[config.mk]
export PLATFORM = sky130hd
export DESIGN_NAME = dvrt_ctrl
export DESIGN_NICKNAME = d
export VERILOG_FILES = /design/src/hdl/dvrt_pkg.sv /design/src/hdl/dvrt_ctrl.sv
export SDC_FILE = /design/constraint.sdc
export NUM_CORES = 1
export LEC_CHECK = 0
export ABC_CLOCK_PERIOD_IN_PS = 1880
export BUFFER_PORTS_ARGS = -buffer_cell sky130_fd_sc_hd__buf_4
export CAP_MARGIN = 5
export CORE_ASPECT_RATIO = 0.6
export CORE_MARGIN = 2
export CORE_UTILIZATION = 30
export DETAILED_ROUTE_END_ITERATION = 16
export PLACE_DENSITY = 0.59
export SYNTH_ARGS = -nofsm -noshare
export SYNTH_HDL_FRONTEND = slang
export SYNTH_SLANG_ARGS = --single-unit
[constraint.sdc]
create_clock -name i_clk -period 1.88 [get_ports i_clk]
set_clock_uncertainty 0.1 [all_clocks]
set_input_delay 0.376 -clock i_clk [delete_from_list [all_inputs] [get_ports i_clk]]
set_output_delay 0.376 -clock i_clk [all_outputs]
set_load 0.005 [all_outputs]
[src/hdl/dvrt_pkg.sv]
// shared types, codes and constants for the route table core
package dvrt_pkg;

    localparam int IDX_W     = 4;
    localparam int COST_W    = 16;
    localparam int CNT_W     = 5;
    localparam int CFG_W     = 16;
    localparam int CFG_IDX_W = 3;
    localparam int MODE_W    = 3;
    localparam int NODES_DEF = 16;
    localparam int NODES_MAX = 16;

    localparam logic [CNT_W-1:0]  RST_COUNT  = CNT_W'(2);
    localparam logic [COST_W-1:0] RST_INF    = COST_W'(16);
    localparam logic [COST_W-1:0] RST_RELOAD = COST_W'(90);
    localparam logic [COST_W-1:0] RST_TICK   = COST_W'(30);

    localparam logic [MODE_W-1:0] MODE_INIT   = MODE_W'(0);
    localparam logic [MODE_W-1:0] MODE_ADVERT = MODE_W'(1);
    localparam logic [MODE_W-1:0] MODE_TICK   = MODE_W'(2);
    localparam logic [MODE_W-1:0] MODE_BUILD  = MODE_W'(3);
    localparam logic [MODE_W-1:0] MODE_READ   = MODE_W'(4);

    localparam logic [CFG_IDX_W-1:0] REG_NODE_COUNT = CFG_IDX_W'(0);
    localparam logic [CFG_IDX_W-1:0] REG_NBR_MASK   = CFG_IDX_W'(1);
    localparam logic [CFG_IDX_W-1:0] REG_INF_COST   = CFG_IDX_W'(2);
    localparam logic [CFG_IDX_W-1:0] REG_TTL_RELOAD = CFG_IDX_W'(3);
    localparam logic [CFG_IDX_W-1:0] REG_TICK_PER   = CFG_IDX_W'(4);
    localparam logic [CFG_IDX_W-1:0] REG_SPLIT      = CFG_IDX_W'(5);

    typedef enum logic [3:0] {
        OP_NONE,
        OP_INIT_REGS,
        OP_INIT_MEM,
        OP_ADV_ENTRY,
        OP_TTL_REF,
        OP_ADOPT,
        OP_AGE,
        OP_RELAX,
        OP_TICK_FIN,
        OP_ADV_ELEM,
        OP_ADV_END,
        OP_EMIT
    } t_op;

    typedef enum logic [3:0] {
        S_IDLE,
        S_START,
        S_ENT_WAIT,
        S_TTLREF,
        S_ADOPT,
        S_AGE,
        S_RELAX,
        S_FIN,
        S_INIT_MEM,
        S_BUILD,
        S_BEND,
        S_EMIT
    } t_state;

    typedef struct packed {
        logic [MODE_W-1:0] mode;
        logic [IDX_W-1:0]  from_node;
        logic [IDX_W-1:0]  dest_node;
        logic [COST_W-1:0] adv_cost;
        logic              last_entry;
    } t_in;

    typedef struct packed {
        logic [IDX_W-1:0]  out_dest;
        logic [COST_W-1:0] out_cost;
        logic [IDX_W-1:0]  out_next_hop;
        logic [COST_W-1:0] out_ttl;
        logic              entry_valid;
        logic              accepted;
        logic              send_advert;
        logic              last_result;
    } t_out;

    typedef struct packed {
        logic             accept;
        t_op              op;
        logic [IDX_W-1:0] row;
        logic [IDX_W-1:0] col;
        logic             row_f;
        logic             col_d;
    } t_cmd;

    typedef struct packed {
        logic             acc;
        logic             few;
        logic             in_last;
        logic             out_free;
        logic [IDX_W-1:0] last_ix;
    } t_sta;

endpackage

[src/hdl/dvrt_ctrl.sv]
// sequencer: walks node indices and issues one datapath operation per cycle, holding while the output side is busy
module dvrt_ctrl import dvrt_pkg::*; #(
    parameter int NODES = NODES_DEF
) (
    input  logic              i_clk,
    input  logic              i_rst_n,
    input  logic              i_in_valid,
    input  logic [MODE_W-1:0] i_mode,
    output logic              o_in_ready,
    input  t_sta              i_sta,
    output t_cmd              o_cmd
);

    localparam int NUSE = (NODES > NODES_MAX) ? NODES_MAX : NODES;
    localparam int IW   = (NUSE > 1) ? $clog2(NUSE) : 1;
    localparam logic [IW-1:0] IX_ONE = IW'(1);

    t_state            r_state, n_state;
    logic [MODE_W-1:0] r_mode;
    logic [IW-1:0]     r_row, n_row;
    logic [IW-1:0]     r_col, n_col;
    logic              accept, col_end, row_end;

    assign accept  = (r_state == S_IDLE) && i_in_valid;
    assign col_end = (r_col == i_sta.last_ix[IW-1:0]);
    assign row_end = (r_row == i_sta.last_ix[IW-1:0]);

    always_ff @(posedge i_clk) begin
        if (!i_rst_n) begin
            r_state <= S_IDLE;
            r_row   <= '0;
            r_col   <= '0;
            r_mode  <= '0;
        end else begin
            r_state <= n_state;
            r_row   <= n_row;
            r_col   <= n_col;
            if (accept) begin
                r_mode <= i_mode;
            end
        end
    end

    always_comb begin
        n_state = r_state;
        n_row   = r_row;
        n_col   = r_col;
        case (r_state)
            S_IDLE: begin
                if (accept) begin
                    n_state = S_START;
                end
            end
            S_START: begin
                n_row = IX_ONE;
                n_col = IX_ONE;
                case (r_mode)
                    MODE_INIT:   n_state = i_sta.few ? S_EMIT : S_INIT_MEM;
                    MODE_ADVERT: n_state = i_sta.acc ? S_ENT_WAIT : S_EMIT;
                    MODE_TICK:   n_state = i_sta.few ? S_EMIT : S_AGE;
                    MODE_BUILD:  n_state = i_sta.few ? S_BEND : S_BUILD;
                    default:     n_state = S_EMIT;
                endcase
            end
            S_ENT_WAIT: begin
                n_state = (i_sta.in_last && !i_sta.few) ? S_TTLREF : S_EMIT;
            end
            S_TTLREF: begin
                if (col_end) begin
                    n_state = S_ADOPT;
                    n_col   = IX_ONE;
                end else begin
                    n_col = r_col + IX_ONE;
                end
            end
            S_ADOPT: begin
                if (col_end) begin
                    n_state = S_EMIT;
                end else begin
                    n_col = r_col + IX_ONE;
                end
            end
            S_AGE: begin
                if (col_end) begin
                    n_state = S_RELAX;
                    n_row   = IX_ONE;
                    n_col   = IX_ONE;
                end else begin
                    n_col = r_col + IX_ONE;
                end
            end
            S_RELAX, S_INIT_MEM: begin
                if (col_end) begin
                    n_col = IX_ONE;
                    if (row_end) begin
                        n_state = (r_state == S_RELAX) ? S_FIN : S_EMIT;
                    end else begin
                        n_row = r_row + IX_ONE;
                    end
                end else begin
                    n_col = r_col + IX_ONE;
                end
            end
            S_FIN: begin
                if (col_end) begin
                    n_state = S_EMIT;
                end else begin
                    n_col = r_col + IX_ONE;
                end
            end
            S_BUILD: begin
                if (i_sta.out_free) begin
                    if (col_end) begin
                        n_state = S_BEND;
                    end else begin
                        n_col = r_col + IX_ONE;
                    end
                end
            end
            S_BEND, S_EMIT: begin
                if (i_sta.out_free) begin
                    n_state = S_IDLE;
                end
            end
            default: begin
                n_state = S_IDLE;
            end
        endcase
    end

    always_comb begin
        o_in_ready   = (r_state == S_IDLE);
        o_cmd.accept = accept;
        o_cmd.op     = OP_NONE;
        o_cmd.row    = IDX_W'(r_row);
        o_cmd.col    = IDX_W'(r_col);
        o_cmd.row_f  = 1'b0;
        o_cmd.col_d  = 1'b0;
        case (r_state)
            S_START: begin
                if (r_mode == MODE_INIT) begin
                    o_cmd.op = OP_INIT_REGS;
                end else if ((r_mode == MODE_ADVERT) && i_sta.acc) begin
                    o_cmd.op    = OP_ADV_ENTRY;
                    o_cmd.row_f = 1'b1;
                    o_cmd.col_d = 1'b1;
                end
            end
            S_TTLREF: begin
                o_cmd.op    = OP_TTL_REF;
                o_cmd.row_f = 1'b1;
            end
            S_ADOPT: begin
                o_cmd.op    = OP_ADOPT;
                o_cmd.row_f = 1'b1;
            end
            S_AGE:      o_cmd.op = OP_AGE;
            S_RELAX:    o_cmd.op = OP_RELAX;
            S_FIN:      o_cmd.op = OP_TICK_FIN;
            S_INIT_MEM: o_cmd.op = OP_INIT_MEM;
            S_BUILD: begin
                if (i_sta.out_free) begin
                    o_cmd.op = OP_ADV_ELEM;
                end
            end
            S_BEND: begin
                if (i_sta.out_free) begin
                    o_cmd.op = OP_ADV_END;
                end
            end
            S_EMIT: begin
                if (i_sta.out_free) begin
                    o_cmd.op = OP_EMIT;
                end
            end
            default: begin
                o_cmd.op = OP_NONE;
            end
        endcase
    end

endmodule

* After elaboration in Yosys (flattened, before gate mapping)
Cells that the tools add are included.
** Storage, ports and cells
- Bits in registers :: 15
- Input bits :: 14
- Output and inout port bits :: 16
- Logic and storage cells :: 83
** Operators by class
- $add $sub $neg :: 2
- Equality and inequality tests :: 26
- Mux-type cells :: 35
- Reductions and logical operators :: 16
** Operators with widths (count)
- 4-bit 2-to-1 mux :: 22
- 4-bit case mux with 10 select lines :: 1
- 4-bit case mux with 9 select lines :: 1
- 4-bit case mux with 4 select lines :: 2
- 4-bit by 3-bit == test with 1-bit output (second input constant) :: 4
- 4-bit == test (second input constant) :: 4
- 2-bit inequality test (second input constant) :: 8
- 2-bit 2-to-1 mux :: 6
- 4-bit case mux with 3 select lines :: 1
- 9-bit AND reduction :: 1
- 4-bit by 1-bit adder with 4-bit output (second input constant) :: 2
- 4-bit by 2-bit == test with 1-bit output (second input constant) :: 2
- 4-bit == test :: 2
- 2-bit OR reduction :: 4
- 3-bit by 2-bit == test with 1-bit output (second input constant) :: 2
- 4-bit by 1-bit == test with 1-bit output (second input constant) :: 1
- 4-bit logical NOT :: 1
- 2-bit by 1-bit inequality test with 1-bit output (second input constant) :: 2
- 4-bit AND reduction :: 1
- 4-bit nonzero test :: 1
- 4-bit OR reduction :: 1
- 3-bit by 1-bit == test with 1-bit output (second input constant) :: 1
- 1-bit logical AND :: 3
- 3-bit logical NOT :: 1
- 5 further kinds :: 5

* Logic depth before layout (Yosys ltp)
Gate-level depths: netlist of run 1.
- Word-level depth :: 5
- Depth in mapped cells :: 7
- Depth with buffers taken out :: 5

* Least setup slack after synthesis of run 1
OpenSTA, ideal clock, no wires.
- Path type :: reg-to-output
- Start point :: reg r_state[0]
- End point :: out o_cmd[14] (netlist name)
- Arrival :: 1.466 ns
- Required time :: 1.404 ns
- Path slack :: -0.062 ns
- Stages on the path, launching flop included :: 7
- Buffers on the path :: 3
- Cell sequence :: dfxtp_1 > buf_2 > buf_2 > nor4_1 > nand2_1 > inv_1 > buf_4
** On the way
- Longest elaborated chain between the ends :: 2
** Ends and longest elaborated chain
- start: declaration :: RTL line dvrt_ctrl.sv:18 : t_state r_state, n_state;
- start signal: assignment :: RTL line dvrt_ctrl.sv:35 : r_state <= n_state;
- 4-bit logical NOT
- via o_in_ready :: RTL line dvrt_ctrl.sv:9 : output logic o_in_ready,
- 1-bit logical AND :: RTL line dvrt_ctrl.sv:24 : assign accept = (r_state == S_IDLE) && i_in_valid;
- end: declaration :: RTL line dvrt_ctrl.sv:11 : output t_cmd o_cmd
The timed path passes the listed nets, and every way through them passes these cells.

==> out/qor.json, run 1 <==
{
  "power.share.clock_pct": 10.6,
  "maxCapViolCount": 0,
  "synth_flop_cell": "sky130_fd_sc_hd__dfxtp_1",
  "p_comb_share_pct": 71.6,
  "post_synth_and_or_nand_nor_area_fraction_pct": 30.8,
  "dpl.hpwl_um": 3150,
  "drt-total-wl_um": 4730,
  "floorplan.initialDensity_pct": 31.4,
  "ctsRootBufferMaster": "sky130_fd_sc_hd__clkbuf_8",
  "finalHoldViolations": 0,
  "post-route-worst-setup-slack_ns": -0.223,
  "rsz0062_at_grt": "true",
  "arrival_ns": 1.63,
  "design.portCount": 30,
  "ant_nets": 0,
  "yosys.area_share.xor_xnor_pct": 7.45,
  "final-instance-count-excl-fill": 309,
  "start_kind": "flop",
  "violated_checks": "negative setup slack",
  "synth.avg_cell_area_um2": 7.75,
  "p_leak_nw": 0.975,
  "sink_count_of_the_clock_tree": 15,
  "timing.setup.tns_ns": -0.920,
  "synthesized_instance_count": 167,
  "synth_cell_type_count": 56,
  "p_sw_mw": 1.12,
  "grt_pass1_vias": 1448,
  "cts-root-to-sink-buffers": 2,
  "max_slew.worst_pin.slew_ns": 0.604,
  "timing.slew.headroom_pct": 58.7,
  "p_int_mw": 1.58,
  "mux_contribution_to_synthesized_area_pct": 1.55,
  "path_cells": "buf_12 > buf_8 > nand3b_1 > a21oi_4 > or3_4 > buf_4",
  "yosysMostFrequentCell": "sky130_fd_sc_hd__dfxtp_1",
  "mappedNetlistNets": 183,
  "path_delay_family": "simple AND/OR/NAND/NOR gates",
  "gr-usage-all-layers_pct": 19.1,
  "slew_viol_final": 0,
  "die_height_um": 54.9,
  "irDropWorstVdd_uv": 536,
  "synth_compound_gate_area_share_pct": 28.5,
  "cts_tree": "built",
  "required_time_at_the_worst_slack_endpoint_ns": 1.40,
  "fp.dieArea_mm2": 0.00487,
  "p_total_mw": 2.70,
  "cts.clk_slew.worst_paths_ns": 0.07,
  "multi_input_area_mm2": 0.00112,
  "finalCoreUtilization_pct": 56.7,
  "hold_path.class": "in -> reg",
  "pwr-share-seq_pct": 17.8,
  "core.rowCount": 18,
  "coreArea_mm2": 0.00412,
  "synth-seq-area-share_pct": 23.2,
  "asyncSetResetFlopFracSynth_pct": 0,
  "worstPathBufferInverterCount": 3,
  "maximum_number_of_pins_on_one_net_before_global_route_repair": 12,
  "insertedDiodeCount": 0,
  "sequential_cell_area_um2": 313,
  "criticalPathCategory": "reg -> out",
  "drtIter0Drc": 106,
  "fill_cells": 355,
  "routed_via_density": 5.17,
  "clkLatencyLatePin_ns": 0.26,
  "placement.setup.worst_slack_ns": -0.121,
  "synth.area.top_cells": "sky130_fd_sc_hd__dfxtp_1 23%, sky130_fd_sc_hd__xnor2_1 5.4%, sky130_fd_sc_hd__a21oi_1 5.0%, sky130_fd_sc_hd__nand2_1 3.2%, sky130_fd_sc_hd__o21ai_0 3.1%",
  "syn-cell-area_mm2": 0.00129,
  "flip_flop_and_latch_count_after_synthesis": 15,
  "yosysTopAreaCell": "sky130_fd_sc_hd__dfxtp_1",
  "globalRoute.totalOverflow": 0,
  "chip_width_um": 88.8,
  "switching_share_pct": 41.6,
  "number_of_antenna_violations_at_the_first_check_in_global_routing": 0,
  "drive_gt1_share_pct": 54.2,
  "placed_cells": 295,
  "worstSetupEndpointType": "output pin",
  "detailroute.via_count": 1597,
  "synth_top_cell_area_share_pct": 23.2,
  "place.gp.congestion": 0.858,
  "critical_path.max_fanout": 6,
  "cellPowerDensity_mw_per_mm2": 1160,
  "cpPeakStageDelay_ns": 0.36,
  "num-nets-final": 266,
  "global_route_wire_length_before_repair_um": 6910,
  "ys_warn_count": 0,
  "numPortBuffers": 29,
  "layout_worst_path_cycle_share_pct": 112,
  "wl_per_cell_um": 15.3,
  "area_delta_synth_final_pct": 80.6,
  "synth_edf_count": 0,
  "fmaxAchievable_mhz": 475,
  "outcome": "finished with violations",
  "cts-buffers-inserted": 3,
  "report.final.setup_viol": 14,
  "post-route-drc-count": 0,
  "timing.critical_path.slowest_stage_cell": "sky130_fd_sc_hd__dfxtp_4",
  "detail_route.first_pass.iterations": 4,
  "period_needed_ns": 2.10,
  "synth_adder_area_share_pct": 1.93,
  "clock_tree.htree_level_count": 1,
  "combinational_family_with_the_most_area_after_synthesis": "simple AND/OR/NAND/NOR gates",
  "ys_top_cells_by_count": "15 x sky130_fd_sc_hd__dfxtp_1, 13 x sky130_fd_sc_hd__a21oi_1, 11 x sky130_fd_sc_hd__nand2_1"
}
sequential cells by signal, indices dropped and copies added (netlist names):
| register | count |
|---|---|
| r_col | 4 |
| r_state | 4 |
| r_row | 4 |
| r_mode | 3 |
routing by layer:
metal	share of wire (%)	wire length, um	GRT usage (%)	vias up
met5	0	0	0	-
met3	6.8	323	4.98	8
met2	43	2050	26.9	44
met1	48	2290	28.4	751
li1	-	-	-	794
met4	1.5	69	4.80	0
layout by cell type (no fill, tap or decap), types with 3 or more instances in the layout:
master	n
sky130_fd_sc_hd__nor2b_1	3
sky130_fd_sc_hd__nand3_1	3
sky130_fd_sc_hd__dfxtp_4	3
sky130_fd_sc_hd__nand2_1	10
sky130_fd_sc_hd__nand3b_1	4
sky130_fd_sc_hd__nand2b_4	3
sky130_fd_sc_hd__nor2_1	9
sky130_fd_sc_hd__buf_6	19
sky130_fd_sc_hd__clkbuf_8	3
sky130_fd_sc_hd__o211ai_1	3
sky130_fd_sc_hd__dfxtp_1	11
sky130_fd_sc_hd__a21oi_2	4
sky130_fd_sc_hd__a21oi_1	8
sky130_fd_sc_hd__inv_1	5
sky130_fd_sc_hd__nand4_1	6
sky130_fd_sc_hd__xnor2_1	8
sky130_fd_sc_hd__xor2_1	3
sky130_fd_sc_hd__buf_4	68
sky130_fd_sc_hd__o21ai_0	5
power groups by stage:
stage	Sequential [mW]	Combinational (mW)	Clock, mW
after floorplan	0.442	0.799	0
after global placement	0.460	1.42	0
after detailed placement	0.463	1.41	0
after CTS	0.473	1.67	0.292
after global routing	0.491	2.07	0.307
final	0.481	1.93	0.287
tightest hold or removal path, cell delays in order:
cell and delay [ns]:
sky130_fd_sc_hd__buf_4 0.07, sky130_fd_sc_hd__mux2i_1 0.05, sky130_fd_sc_hd__nor2_1 0.07
kinds of logic after synthesis:
family / Yosys count
mux: 2
compound gates: 51
flops: 15
fa+ha+maj: 2
buf+inv: 17
simple gates: 69
xor+xnor: 11
stage by stage:
| stage | cell area (um2) | hold WS (ns) |
|---|---|---|
| 5_1_grt | 2340 | 0.275 |
| 3_5_place_dp | 1920 | 0.453 |
| 6_report | 2340 | 0.250 |
| 3_3_place_gp | 1920 | 0.451 |
| 2_1_floorplan | 1300 | 0.402 |
| 4_1_cts | 2160 | 0.245 |
layout make-up:
class / count / share of cell area, %
Multi-Input combinational cell: 135 / 47.8
Timing Repair Buffer: 89 / 32.5
Sequential cell: 15 / 13.4
Tap cell: 60 / 3.21
Clock buffer: 3 / 1.77
Inverter: 6 / 0.964
Clock inverter: 1 / 0.321
final timing paths:
path	cells after the start	from	endpoint	slack (ns)
worst min-delay path	3	i_mode[1]	r_mode[1]$_SDFFE_PN0P_	0.25
worst max-delay path	6	r_state[2]$_SDFFE_PN0P_	o_cmd[11]	-0.22
worst max register to register	9	r_state[2]$_SDFFE_PN0P_	r_state[2]$_SDFFE_PN0P_	-0.15
worst min register to register	2	r_state[0]$_SDFFE_PN0P_	r_state[0]$_SDFFE_PN0P_	0.44
repair_timing:
item / CTS / global route
hold buffers: 0 / 0
gates resized for setup: 39 / 31
hold endpoints to repair: 0 / 0
setup buffers: 6 / 4
setup endpoints to repair: 15 / 18
pin swaps: 13 / 12
No activity file was read; power rests on OpenSTA's default activity.
==> inputs of run 2 (changes only) <==
--- a/config.mk
+++ b/config.mk
@@ -13,6 +13,7 @@
 export CORE_UTILIZATION = 30
 export DETAILED_ROUTE_END_ITERATION = 16
 export PLACE_DENSITY = 0.59
+export SKIP_CTS_REPAIR_TIMING = 1
 export SYNTH_ARGS = -nofsm -noshare
 export SYNTH_HDL_FRONTEND = slang
 export SYNTH_SLANG_ARGS = --single-unit
==> out/qor.json, run 2 (synthesized netlist as in run 1, its figures left out) <==
{
  "ctsRootBufferMaster": "sky130_fd_sc_hd__clkbuf_8",
  "numPortBuffers": {"value": 29, "change": "unchanged"},
  "timing.slew.headroom": {"value": 56.4, "unit": "%", "change": "-2.2 points"},
  "hold_path.class": "in -> reg",
  "arrival": {"value": 1.59, "unit": "ns", "change": "-0.04 ns"},
  "rsz0062_at_grt": "true",
  "place.gp.congestion": {"value": 0.858, "change": "unchanged"},
  "routed_via_density": {"value": 5.11, "change": "-1.1%"},
  "die_height": {"value": 54.9, "unit": "um", "change": "unchanged"},
  "ant_nets": {"value": 0, "change": "unchanged"},
  "layout.cells.most_common": "sky130_fd_sc_hd__buf_4",
  "critical_path.max_fanout": {"value": 7, "change": "+1"},
  "outcome": "finished with violations",
  "number_of_antenna_violations_at_the_first_check_in_global_routing": {"value": 0, "change": "unchanged"},
  "design.portCount": {"value": 30, "change": "unchanged"},
  "cts-buffers-inserted": {"value": 3, "change": "unchanged"},
  "multi_input_area": {"value": 0.00106, "unit": "mm2", "change": "-5.5%"},
  "gr-usage-all-layers": {"value": 17.4, "unit": "%", "change": "-1.7 points"},
  "maxCapViolCount": {"value": 0, "change": "unchanged"},
  "irDropWorstVdd": {"value": 529, "unit": "uV", "change": "-1.1%"},
  "detail_route.first_pass.iterations": {"value": 4, "change": "unchanged"},
  "timing.setup.tns": {"value": -0.559, "unit": "ns", "change": "+0.361 ns"},
  "report.final.setup_viol": {"value": 8, "change": "-6"},
  "detailroute.via_count": {"value": 1569, "change": "-1.8%"},
  "finalHoldViolations": {"value": 0, "change": "unchanged"},
  "cts-root-to-sink-buffers": {"value": 2, "change": "unchanged"},
  "drtIter0Drc": {"value": 117, "change": "+10%"},
  "p_leak": {"value": 0.951, "unit": "nW", "change": "-2.4%"},
  "drt-total-wl": {"value": 4390, "unit": "um", "change": "-7.2%"},
  "period_needed": {"value": 2.07, "unit": "ns", "change": "-0.0383 ns"},
  "area_delta_synth_final_pct": 72.9,
  "start_kind": "flop",
  "worstSetupEndpointType": "output pin",
  "maximum_number_of_pins_on_one_net_before_global_route_repair": {"value": 12, "change": "unchanged"},
  "drive_gt1_share": {"value": 51.8, "unit": "%", "change": "-2.4 points"},
  "most_frequent_cells_in_the_layout": "72 x sky130_fd_sc_hd__buf_4, 13 x sky130_fd_sc_hd__buf_6, 11 x sky130_fd_sc_hd__dfxtp_1",
  "violated_checks": "negative setup slack",
  "sequential_cell_area": {"value": 313, "unit": "um2", "change": "unchanged"},
  "layout_worst_path_cycle_share": {"value": 110, "unit": "%", "change": "-2.0 points"},
  "global_route_wire_length_before_repair": {"value": 6290, "unit": "um", "change": "-8.9%"},
  "floorplan.initialDensity": {"value": 31.4, "unit": "%", "change": "unchanged"},
  "largest_registers": "r_col: 4 flops, r_row: 4 flops, r_state: 4 flops",
  "criticalPathCategory": "reg -> out",
  "fp.dieArea": {"value": 0.00487, "unit": "mm2", "change": "unchanged"},
  "clkLatencyLatePin": {"value": 0.25, "unit": "ns", "change": "about the same"},
  "max_slew.worst_pin.slew": {"value": 0.637, "unit": "ns", "change": "+0.0329 ns"},
  "grt_pass1_vias": {"value": 1320, "change": "-8.8%"},
  "fill_cells": {"value": 383, "change": "+7.9%"},
  "post-route-drc-count": {"value": 0, "change": "unchanged"},
  "sink_count_of_the_clock_tree": {"value": 15, "change": "unchanged"},
  "post-route-worst-setup-slack": {"value": -0.185, "unit": "ns", "change": "+0.0383 ns"},
  "num-nets-final": {"value": 264, "change": "-0.75%"},
  "slew_viol_final": {"value": 0, "change": "unchanged"},
  "cts.clk_slew.worst_paths": {"value": 0.07, "unit": "ns", "change": "about the same"},
  "insertedDiodeCount": {"value": 0, "change": "unchanged"},
  "finalCoreUtilization": {"value": 54.3, "unit": "%", "change": "-2.4 points"},
  "dpl.hpwl": {"value": 3150, "unit": "um", "change": "unchanged"},
  "core.rowCount": {"value": 18, "change": "unchanged"},
  "chip_width": {"value": 88.8, "unit": "um", "change": "unchanged"},
  "globalRoute.totalOverflow": {"value": 0, "change": "unchanged"},
  "coreArea": {"value": 0.00412, "unit": "mm2", "change": "unchanged"},
  "cts_tree": "built",
  "required_time_at_the_worst_slack_endpoint": {"value": 1.40, "unit": "ns", "change": "about the same"},
  "cellPowerDensity": {"value": 1150, "unit": "mW/mm2", "change": "-0.98%"},
  "wl_per_cell": {"value": 14.3, "unit": "um", "change": "-6.6%"},
  "fmaxAchievable": {"value": 484, "unit": "MHz", "change": "+1.9%"},
  "clock_tree.htree_level_count": {"value": 1, "change": "unchanged"},
  "p_total": {"value": 2.56, "unit": "mW", "change": "-5.2%"}
}
[run 2: changes by cell type in the layout (fill, tap and decap cells not counted), sizes merged]
| cell | change |
|---|---|
| buf | -2 |
[run 2: where the power goes]
part           total [mW]  internal (mW)  switching [mW]
clock network       0.282          0.149           0.133
logic                1.80          0.966           0.838
registers           0.477          0.390          0.0861
total                2.56           1.51            1.06
[run 2: area by class of cell]
type                    instances  share of cell area (%)
clock inverters                 1                   0.336
multi-input cells             135                    47.2
repair buffers                 87                    32.3
flip-flops and latches         15                    14.0
inverters                       6                    1.01
well taps                      60                    3.36
clock buffers                   3                    1.85
[run 2: final timing paths]
| kind | start | to | slack, ns | depth (start not counted) |
|---|---|---|---|---|
| worst max-delay path | r_state[2]$_SDFFE_PN0P_ | o_cmd[11] | -0.19 | 6 |
| worst min-delay path | i_mode[0] | r_mode[0]$_SDFFE_PN0P_ | 0.25 | 3 |
| worst max register to register | r_state[2]$_SDFFE_PN0P_ | r_state[2]$_SDFFE_PN0P_ | -0.05 | 8 |
| worst min register to register | r_state[0]$_SDFFE_PN0P_ | r_state[0]$_SDFFE_PN0P_ | 0.44 | 2 |
[run 2: through the flow]
step / std cells / cell area, um2 / hold WS (ns) / setup slack [ns]
floorplan: 167 / 1300 / 0.402 / 0.0259
detailed placement: 295 / 1920 / 0.453 / -0.121
CTS: 299 / 1970 / 0.245 / -0.337
finish: 307 / 2240 / 0.251 / -0.185
global route: 307 / 2240 / 0.276 / -0.249
global placement: 295 / 1920 / 0.451 / -0.109
[run 2: metal layers]
metal	vias up	GRT usage [%]	part of all wire, %	routed length [um]
met3	4	4.68	6.0	263
li1	788	-	-	-
met2	44	21.6	41	1800
met4	0	3.54	0.64	28
met1	733	28.2	52	2300
met5	-	0	0	0
[run 2: worst max-delay path, stage by stage (launching register included)]
cell	delay [ns]
sky130_fd_sc_hd__dfxtp_4	0.36
sky130_fd_sc_hd__buf_12	0.14
sky130_fd_sc_hd__buf_6	0.14
sky130_fd_sc_hd__nand3b_1	0.14
sky130_fd_sc_hd__a21oi_4	0.09
sky130_fd_sc_hd__or3_1	0.32
sky130_fd_sc_hd__buf_4	0.15
==> inputs of run 3 (changes only) <==
--- a/config.mk
+++ b/config.mk
@@ -5,11 +5,12 @@
 export SDC_FILE = /design/constraint.sdc
 export NUM_CORES = 1
 export LEC_CHECK = 0
+export ABC_AREA = 1
 export ABC_CLOCK_PERIOD_IN_PS = 1880
 export BUFFER_PORTS_ARGS = -buffer_cell sky130_fd_sc_hd__buf_4
 export CAP_MARGIN = 5
 export CORE_ASPECT_RATIO = 0.6
-export CORE_MARGIN = 2
+export CORE_MARGIN = 1
 export CORE_UTILIZATION = 30
 export DETAILED_ROUTE_END_ITERATION = 16
 export PLACE_DENSITY = 0.59
==> out/qor.json, run 3 <==
{
  "grt_pass1_vias": {"value": 1269, "change": "-3.9%"},
  "fp.dieArea": {"value": 0.00479, "unit": "mm2", "change": "-1.8%"},
  "gr-usage-all-layers": {"value": 17.2, "unit": "%", "change": "-0.19 points"},
  "chip_width": {"value": 88.6, "unit": "um", "change": "-0.15%"},
  "wl_per_cell": {"value": 11.8, "unit": "um", "change": "-18%"},
  "floorplan.initialDensity": {"value": 32.1, "unit": "%", "change": "+0.70 points"},
  "die_height": {"value": 54.0, "unit": "um", "change": "-1.6%"},
  "largest_registers": "r_col: 4 flops, r_row: 4 flops, r_state: 4 flops",
  "period_needed": {"value": 1.84, "unit": "ns", "change": "-0.223 ns"},
  "timing.setup.tns": {"value": 0, "unit": "ns", "change": "+0.559 ns"},
  "maxCapViolCount": {"value": 0, "change": "unchanged"},
  "clkLatencyLatePin": {"value": 0.26, "unit": "ns", "change": "about the same"},
  "design.portCount": {"value": 30, "change": "unchanged"},
  "detailroute.via_count": {"value": 1551, "change": "-1.1%"},
  "cp-startpoint": "r_state[1]$_SDFFE_PN0P_",
  "synth_cell_type_count": {"value": 22, "change": "-61%"},
  "layout.cells.most_common": "sky130_fd_sc_hd__nand2_1",
  "ys_warn_count": {"value": 0, "change": "unchanged"},
  "hold_path.class": "in -> reg",
  "global_route_wire_length_before_repair": {"value": 6130, "unit": "um", "change": "-2.5%"},
  "routed_via_density": {"value": 4.64, "change": "-9.1%"},
  "worstSetupEndpointType": "output pin",
  "flip_flop_and_latch_count_after_synthesis": {"value": 15, "change": "unchanged"},
  "max_slew.worst_pin.slew": {"value": 0.293, "unit": "ns", "change": "-0.344 ns"},
  "placement.setup.worst_slack": {"value": 0.144, "unit": "ns", "change": "+0.265 ns"},
  "final-instance-count-excl-fill": {"value": 334, "change": "+8.8%"},
  "detail_route.first_pass.iterations": {"value": 4, "change": "unchanged"},
  "core.rowCount": {"value": 18, "change": "unchanged"},
  "drtIter0Drc": {"value": 123, "change": "+5.1%"},
  "synth_edf_count": {"value": 0, "change": "unchanged"},
  "holdCritStartpoint": "i_mode[1]",
  "p_leak": {"value": 0.969, "unit": "nW", "change": "+1.9%"},
  "finalCoreUtilization": {"value": 42.6, "unit": "%", "change": "-12 points"},
  "critical_path.max_fanout": {"value": 5, "change": "-2"},
  "p_comb_share": {"value": 66.3, "unit": "%", "change": "-4.1 points"},
  "syn-cell-area": {"value": 0.00135, "unit": "mm2", "change": "+4.4%"},
  "pwr-share-seq": {"value": 22.2, "unit": "%", "change": "+3.6 points"},
  "placed_cells": {"value": 328, "change": "+11%"},
  "start_kind": "flop",
  "coreArea": {"value": 0.00421, "unit": "mm2", "change": "+2.2%"},
  "sink_count_of_the_clock_tree": {"value": 15, "change": "unchanged"},
  "area_delta_synth_final_pct": 32.7,
  "yosysTopAreaCell": "sky130_fd_sc_hd__nand2_1",
  "cts-root-to-sink-buffers": {"value": 2, "change": "unchanged"},
  "arrival": {"value": 1.37, "unit": "ns", "change": "-0.22 ns"},
  "reg2reg_from": "r_col[1]$_SDFFE_PN0P_",
  "globalRoute.totalOverflow": {"value": 0, "change": "unchanged"},
  "insertedDiodeCount": {"value": 0, "change": "unchanged"},
  "layout_worst_path_cycle_share": {"value": 98.0, "unit": "%", "change": "-12 points"},
  "fmaxAchievable": {"value": 543, "unit": "MHz", "change": "+12%"},
  "num-nets-final": {"value": 291, "change": "+10%"},
  "synth_flop_cell": "sky130_fd_sc_hd__dfxtp_1",
  "yosysMostFrequentCell": "sky130_fd_sc_hd__nand2_1",
  "placement.cell_area": {"value": 0.00167, "unit": "mm2", "change": "-13%"},
  "post-route-drc-count": {"value": 0, "change": "unchanged"},
  "rsz0062_at_grt": "true",
  "outcome": "finished, final reports clean",
  "post-route-worst-setup-slack": {"value": 0.0378, "unit": "ns", "change": "+0.223 ns"},
  "synth-seq-area-share": {"value": 22.2, "unit": "%", "change": "-0.99 points"},
  "maximum_number_of_pins_on_one_net_before_global_route_repair": {"value": 11, "change": "-1"},
  "asyncSetResetFlopFracSynth": {"value": 0, "unit": "%", "change": "unchanged"},
  "numPortBuffers": {"value": 29, "change": "unchanged"},
  "timing.slew.headroom": {"value": 80.4, "unit": "%", "change": "+24 points"},
  "report.final.setup_viol": {"value": 0, "change": "-8"},
  "drive_gt1_share": {"value": 29.6, "unit": "%", "change": "-22 points"},
  "most_frequent_cells_in_the_layout": "80 x sky130_fd_sc_hd__nand2_1, 36 x sky130_fd_sc_hd__buf_4, 32 x sky130_fd_sc_hd__inv_1",
  "ys_top_cells_by_count": "81 x sky130_fd_sc_hd__nand2_1, 36 x sky130_fd_sc_hd__inv_1, 19 x sky130_fd_sc_hd__nor2_1",
  "ctsRootBufferMaster": "sky130_fd_sc_hd__clkbuf_8",
  "final_instance_area": {"value": 0.00179, "unit": "mm2", "change": "-20%"},
  "synth.area.top_cells": "sky130_fd_sc_hd__nand2_1 23%, sky130_fd_sc_hd__dfxtp_1 22%, sky130_fd_sc_hd__inv_1 10%, sky130_fd_sc_hd__nor2_4 5.8%, sky130_fd_sc_hd__o21ai_0 5.6%",
  "synth.avg_cell_area": {"value": 5.75, "unit": "um2", "change": "-26%"},
  "p_total": {"value": 2.50, "unit": "mW", "change": "-2.3%"},
  "place.gp.congestion": {"value": 1.01, "change": "+17%"},
  "ant_nets": {"value": 0, "change": "unchanged"},
  "finalHoldViolations": {"value": 0, "change": "unchanged"},
  "worst_hold_margin": {"value": 0.294, "unit": "ns", "change": "+0.0431 ns"},
  "p_sw": {"value": 1.29, "unit": "mW", "change": "+22%"},
  "cellPowerDensity": {"value": 1400, "unit": "mW/mm2", "change": "+22%"},
  "p_int": {"value": 1.21, "unit": "mW", "change": "-19%"},
  "switching_share": {"value": 51.5, "unit": "%", "change": "+10 points"},
  "cts.clk_slew.worst_paths": {"value": 0.07, "unit": "ns", "change": "about the same"},
  "synth_top_cell_area_share": {"value": 22.5, "unit": "%", "change": "-0.71 points"},
  "cts_tree": "built",
  "slew_viol_final": {"value": 0, "change": "unchanged"},
  "irDropWorstVdd": {"value": 384, "unit": "uV", "change": "-28%"},
  "mappedNetlistNets": {"value": 251, "change": "+37%"},
  "cts-buffers-inserted": {"value": 3, "change": "unchanged"},
  "number_of_antenna_violations_at_the_first_check_in_global_routing": {"value": 0, "change": "unchanged"},
  "clock_tree.htree_level_count": {"value": 1, "change": "unchanged"},
  "drt-total-wl": {"value": 3930, "unit": "um", "change": "-10%"},
  "criticalPathCategory": "reg -> out",
  "power.share.clock": {"value": 11.6, "unit": "%", "change": "+0.6 points"},
  "dpl.hpwl": {"value": 3140, "unit": "um", "change": "-0.55%"},
  "required_time_at_the_worst_slack_endpoint": {"value": 1.40, "unit": "ns", "change": "about the same"},
  "synthesized_instance_count": {"value": 235, "change": "+41%"}
}
==> run 3: cell count changes in the layout (fill, tap and decap cells not counted), moves of 8 or more <==
cell and delta:
sky130_fd_sc_hd__o21ai_0 +9, sky130_fd_sc_hd__buf_4 -36, sky130_fd_sc_hd__inv_1 +27, sky130_fd_sc_hd__nand2_1 +70, sky130_fd_sc_hd__buf_6 -13, sky130_fd_sc_hd__nor2_4 +8
==> run 3: worst paths after layout <==
path | end | depth (start not counted) | slack (ns)
max | o_cmd[11] | 8 | 0.04
min | r_mode[1]$_SDFFE_PN0P_ | 3 | 0.29
max reg2reg | r_state[2]$_SDFFE_PN0P_ | 11 | 0.25
min reg2reg | r_col[3]$_SDFFE_PN0P_ | 2 | 0.40
==> run 3: area by class of cell <==
type,count,area (um2)
fill,437,2420
tap,60,75.1
timing repair buffer,36,270
multi-input combinational,178,925
clock inverter,1,7.51
inverter,41,159
clock buffer,3,41.3
sequential,15,315
==> run 3: per-layer routing <==
layer	global-route usage [%]	part of all wire, %
met1	26.2	52
met2	24.0	37
met3	4.60	11
met4	2.69	0.59
met5	0	0
==> run 3: cells by family after synthesis <==
group,count (synthesis),share of synthesized area (%)
AO/OA/AOI/OAI,30,11.4
XOR/XNOR,5,3.24
adder cells (fa/ha/maj),2,1.85
buffers and inverters,42,12.1
flip-flops,15,22.2
AND/OR/NAND/NOR,141,49.2
==> run 3: worst max-delay path, stage by stage, from the launching register on <==
cell and delay [ns]:
sky130_fd_sc_hd__dfxtp_4 0.39, sky130_fd_sc_hd__inv_2 0.05, sky130_fd_sc_hd__nand2_1 0.07, sky130_fd_sc_hd__inv_2 0.06
sky130_fd_sc_hd__nand2_2 0.11, sky130_fd_sc_hd__inv_2 0.06, sky130_fd_sc_hd__nor2_4 0.14, sky130_fd_sc_hd__nand3_1 0.10
sky130_fd_sc_hd__buf_4 0.14
==> run 3: power by group through the flow <==
stage	Clock (mW)	Combinational, mW	Sequential, mW
detailed placement	0	1.55	0.526
floorplan	0	1.10	0.497
global route	0.312	1.85	0.572
finish	0.289	1.66	0.555
CTS	0.293	1.56	0.517
global placement	0	1.59	0.520
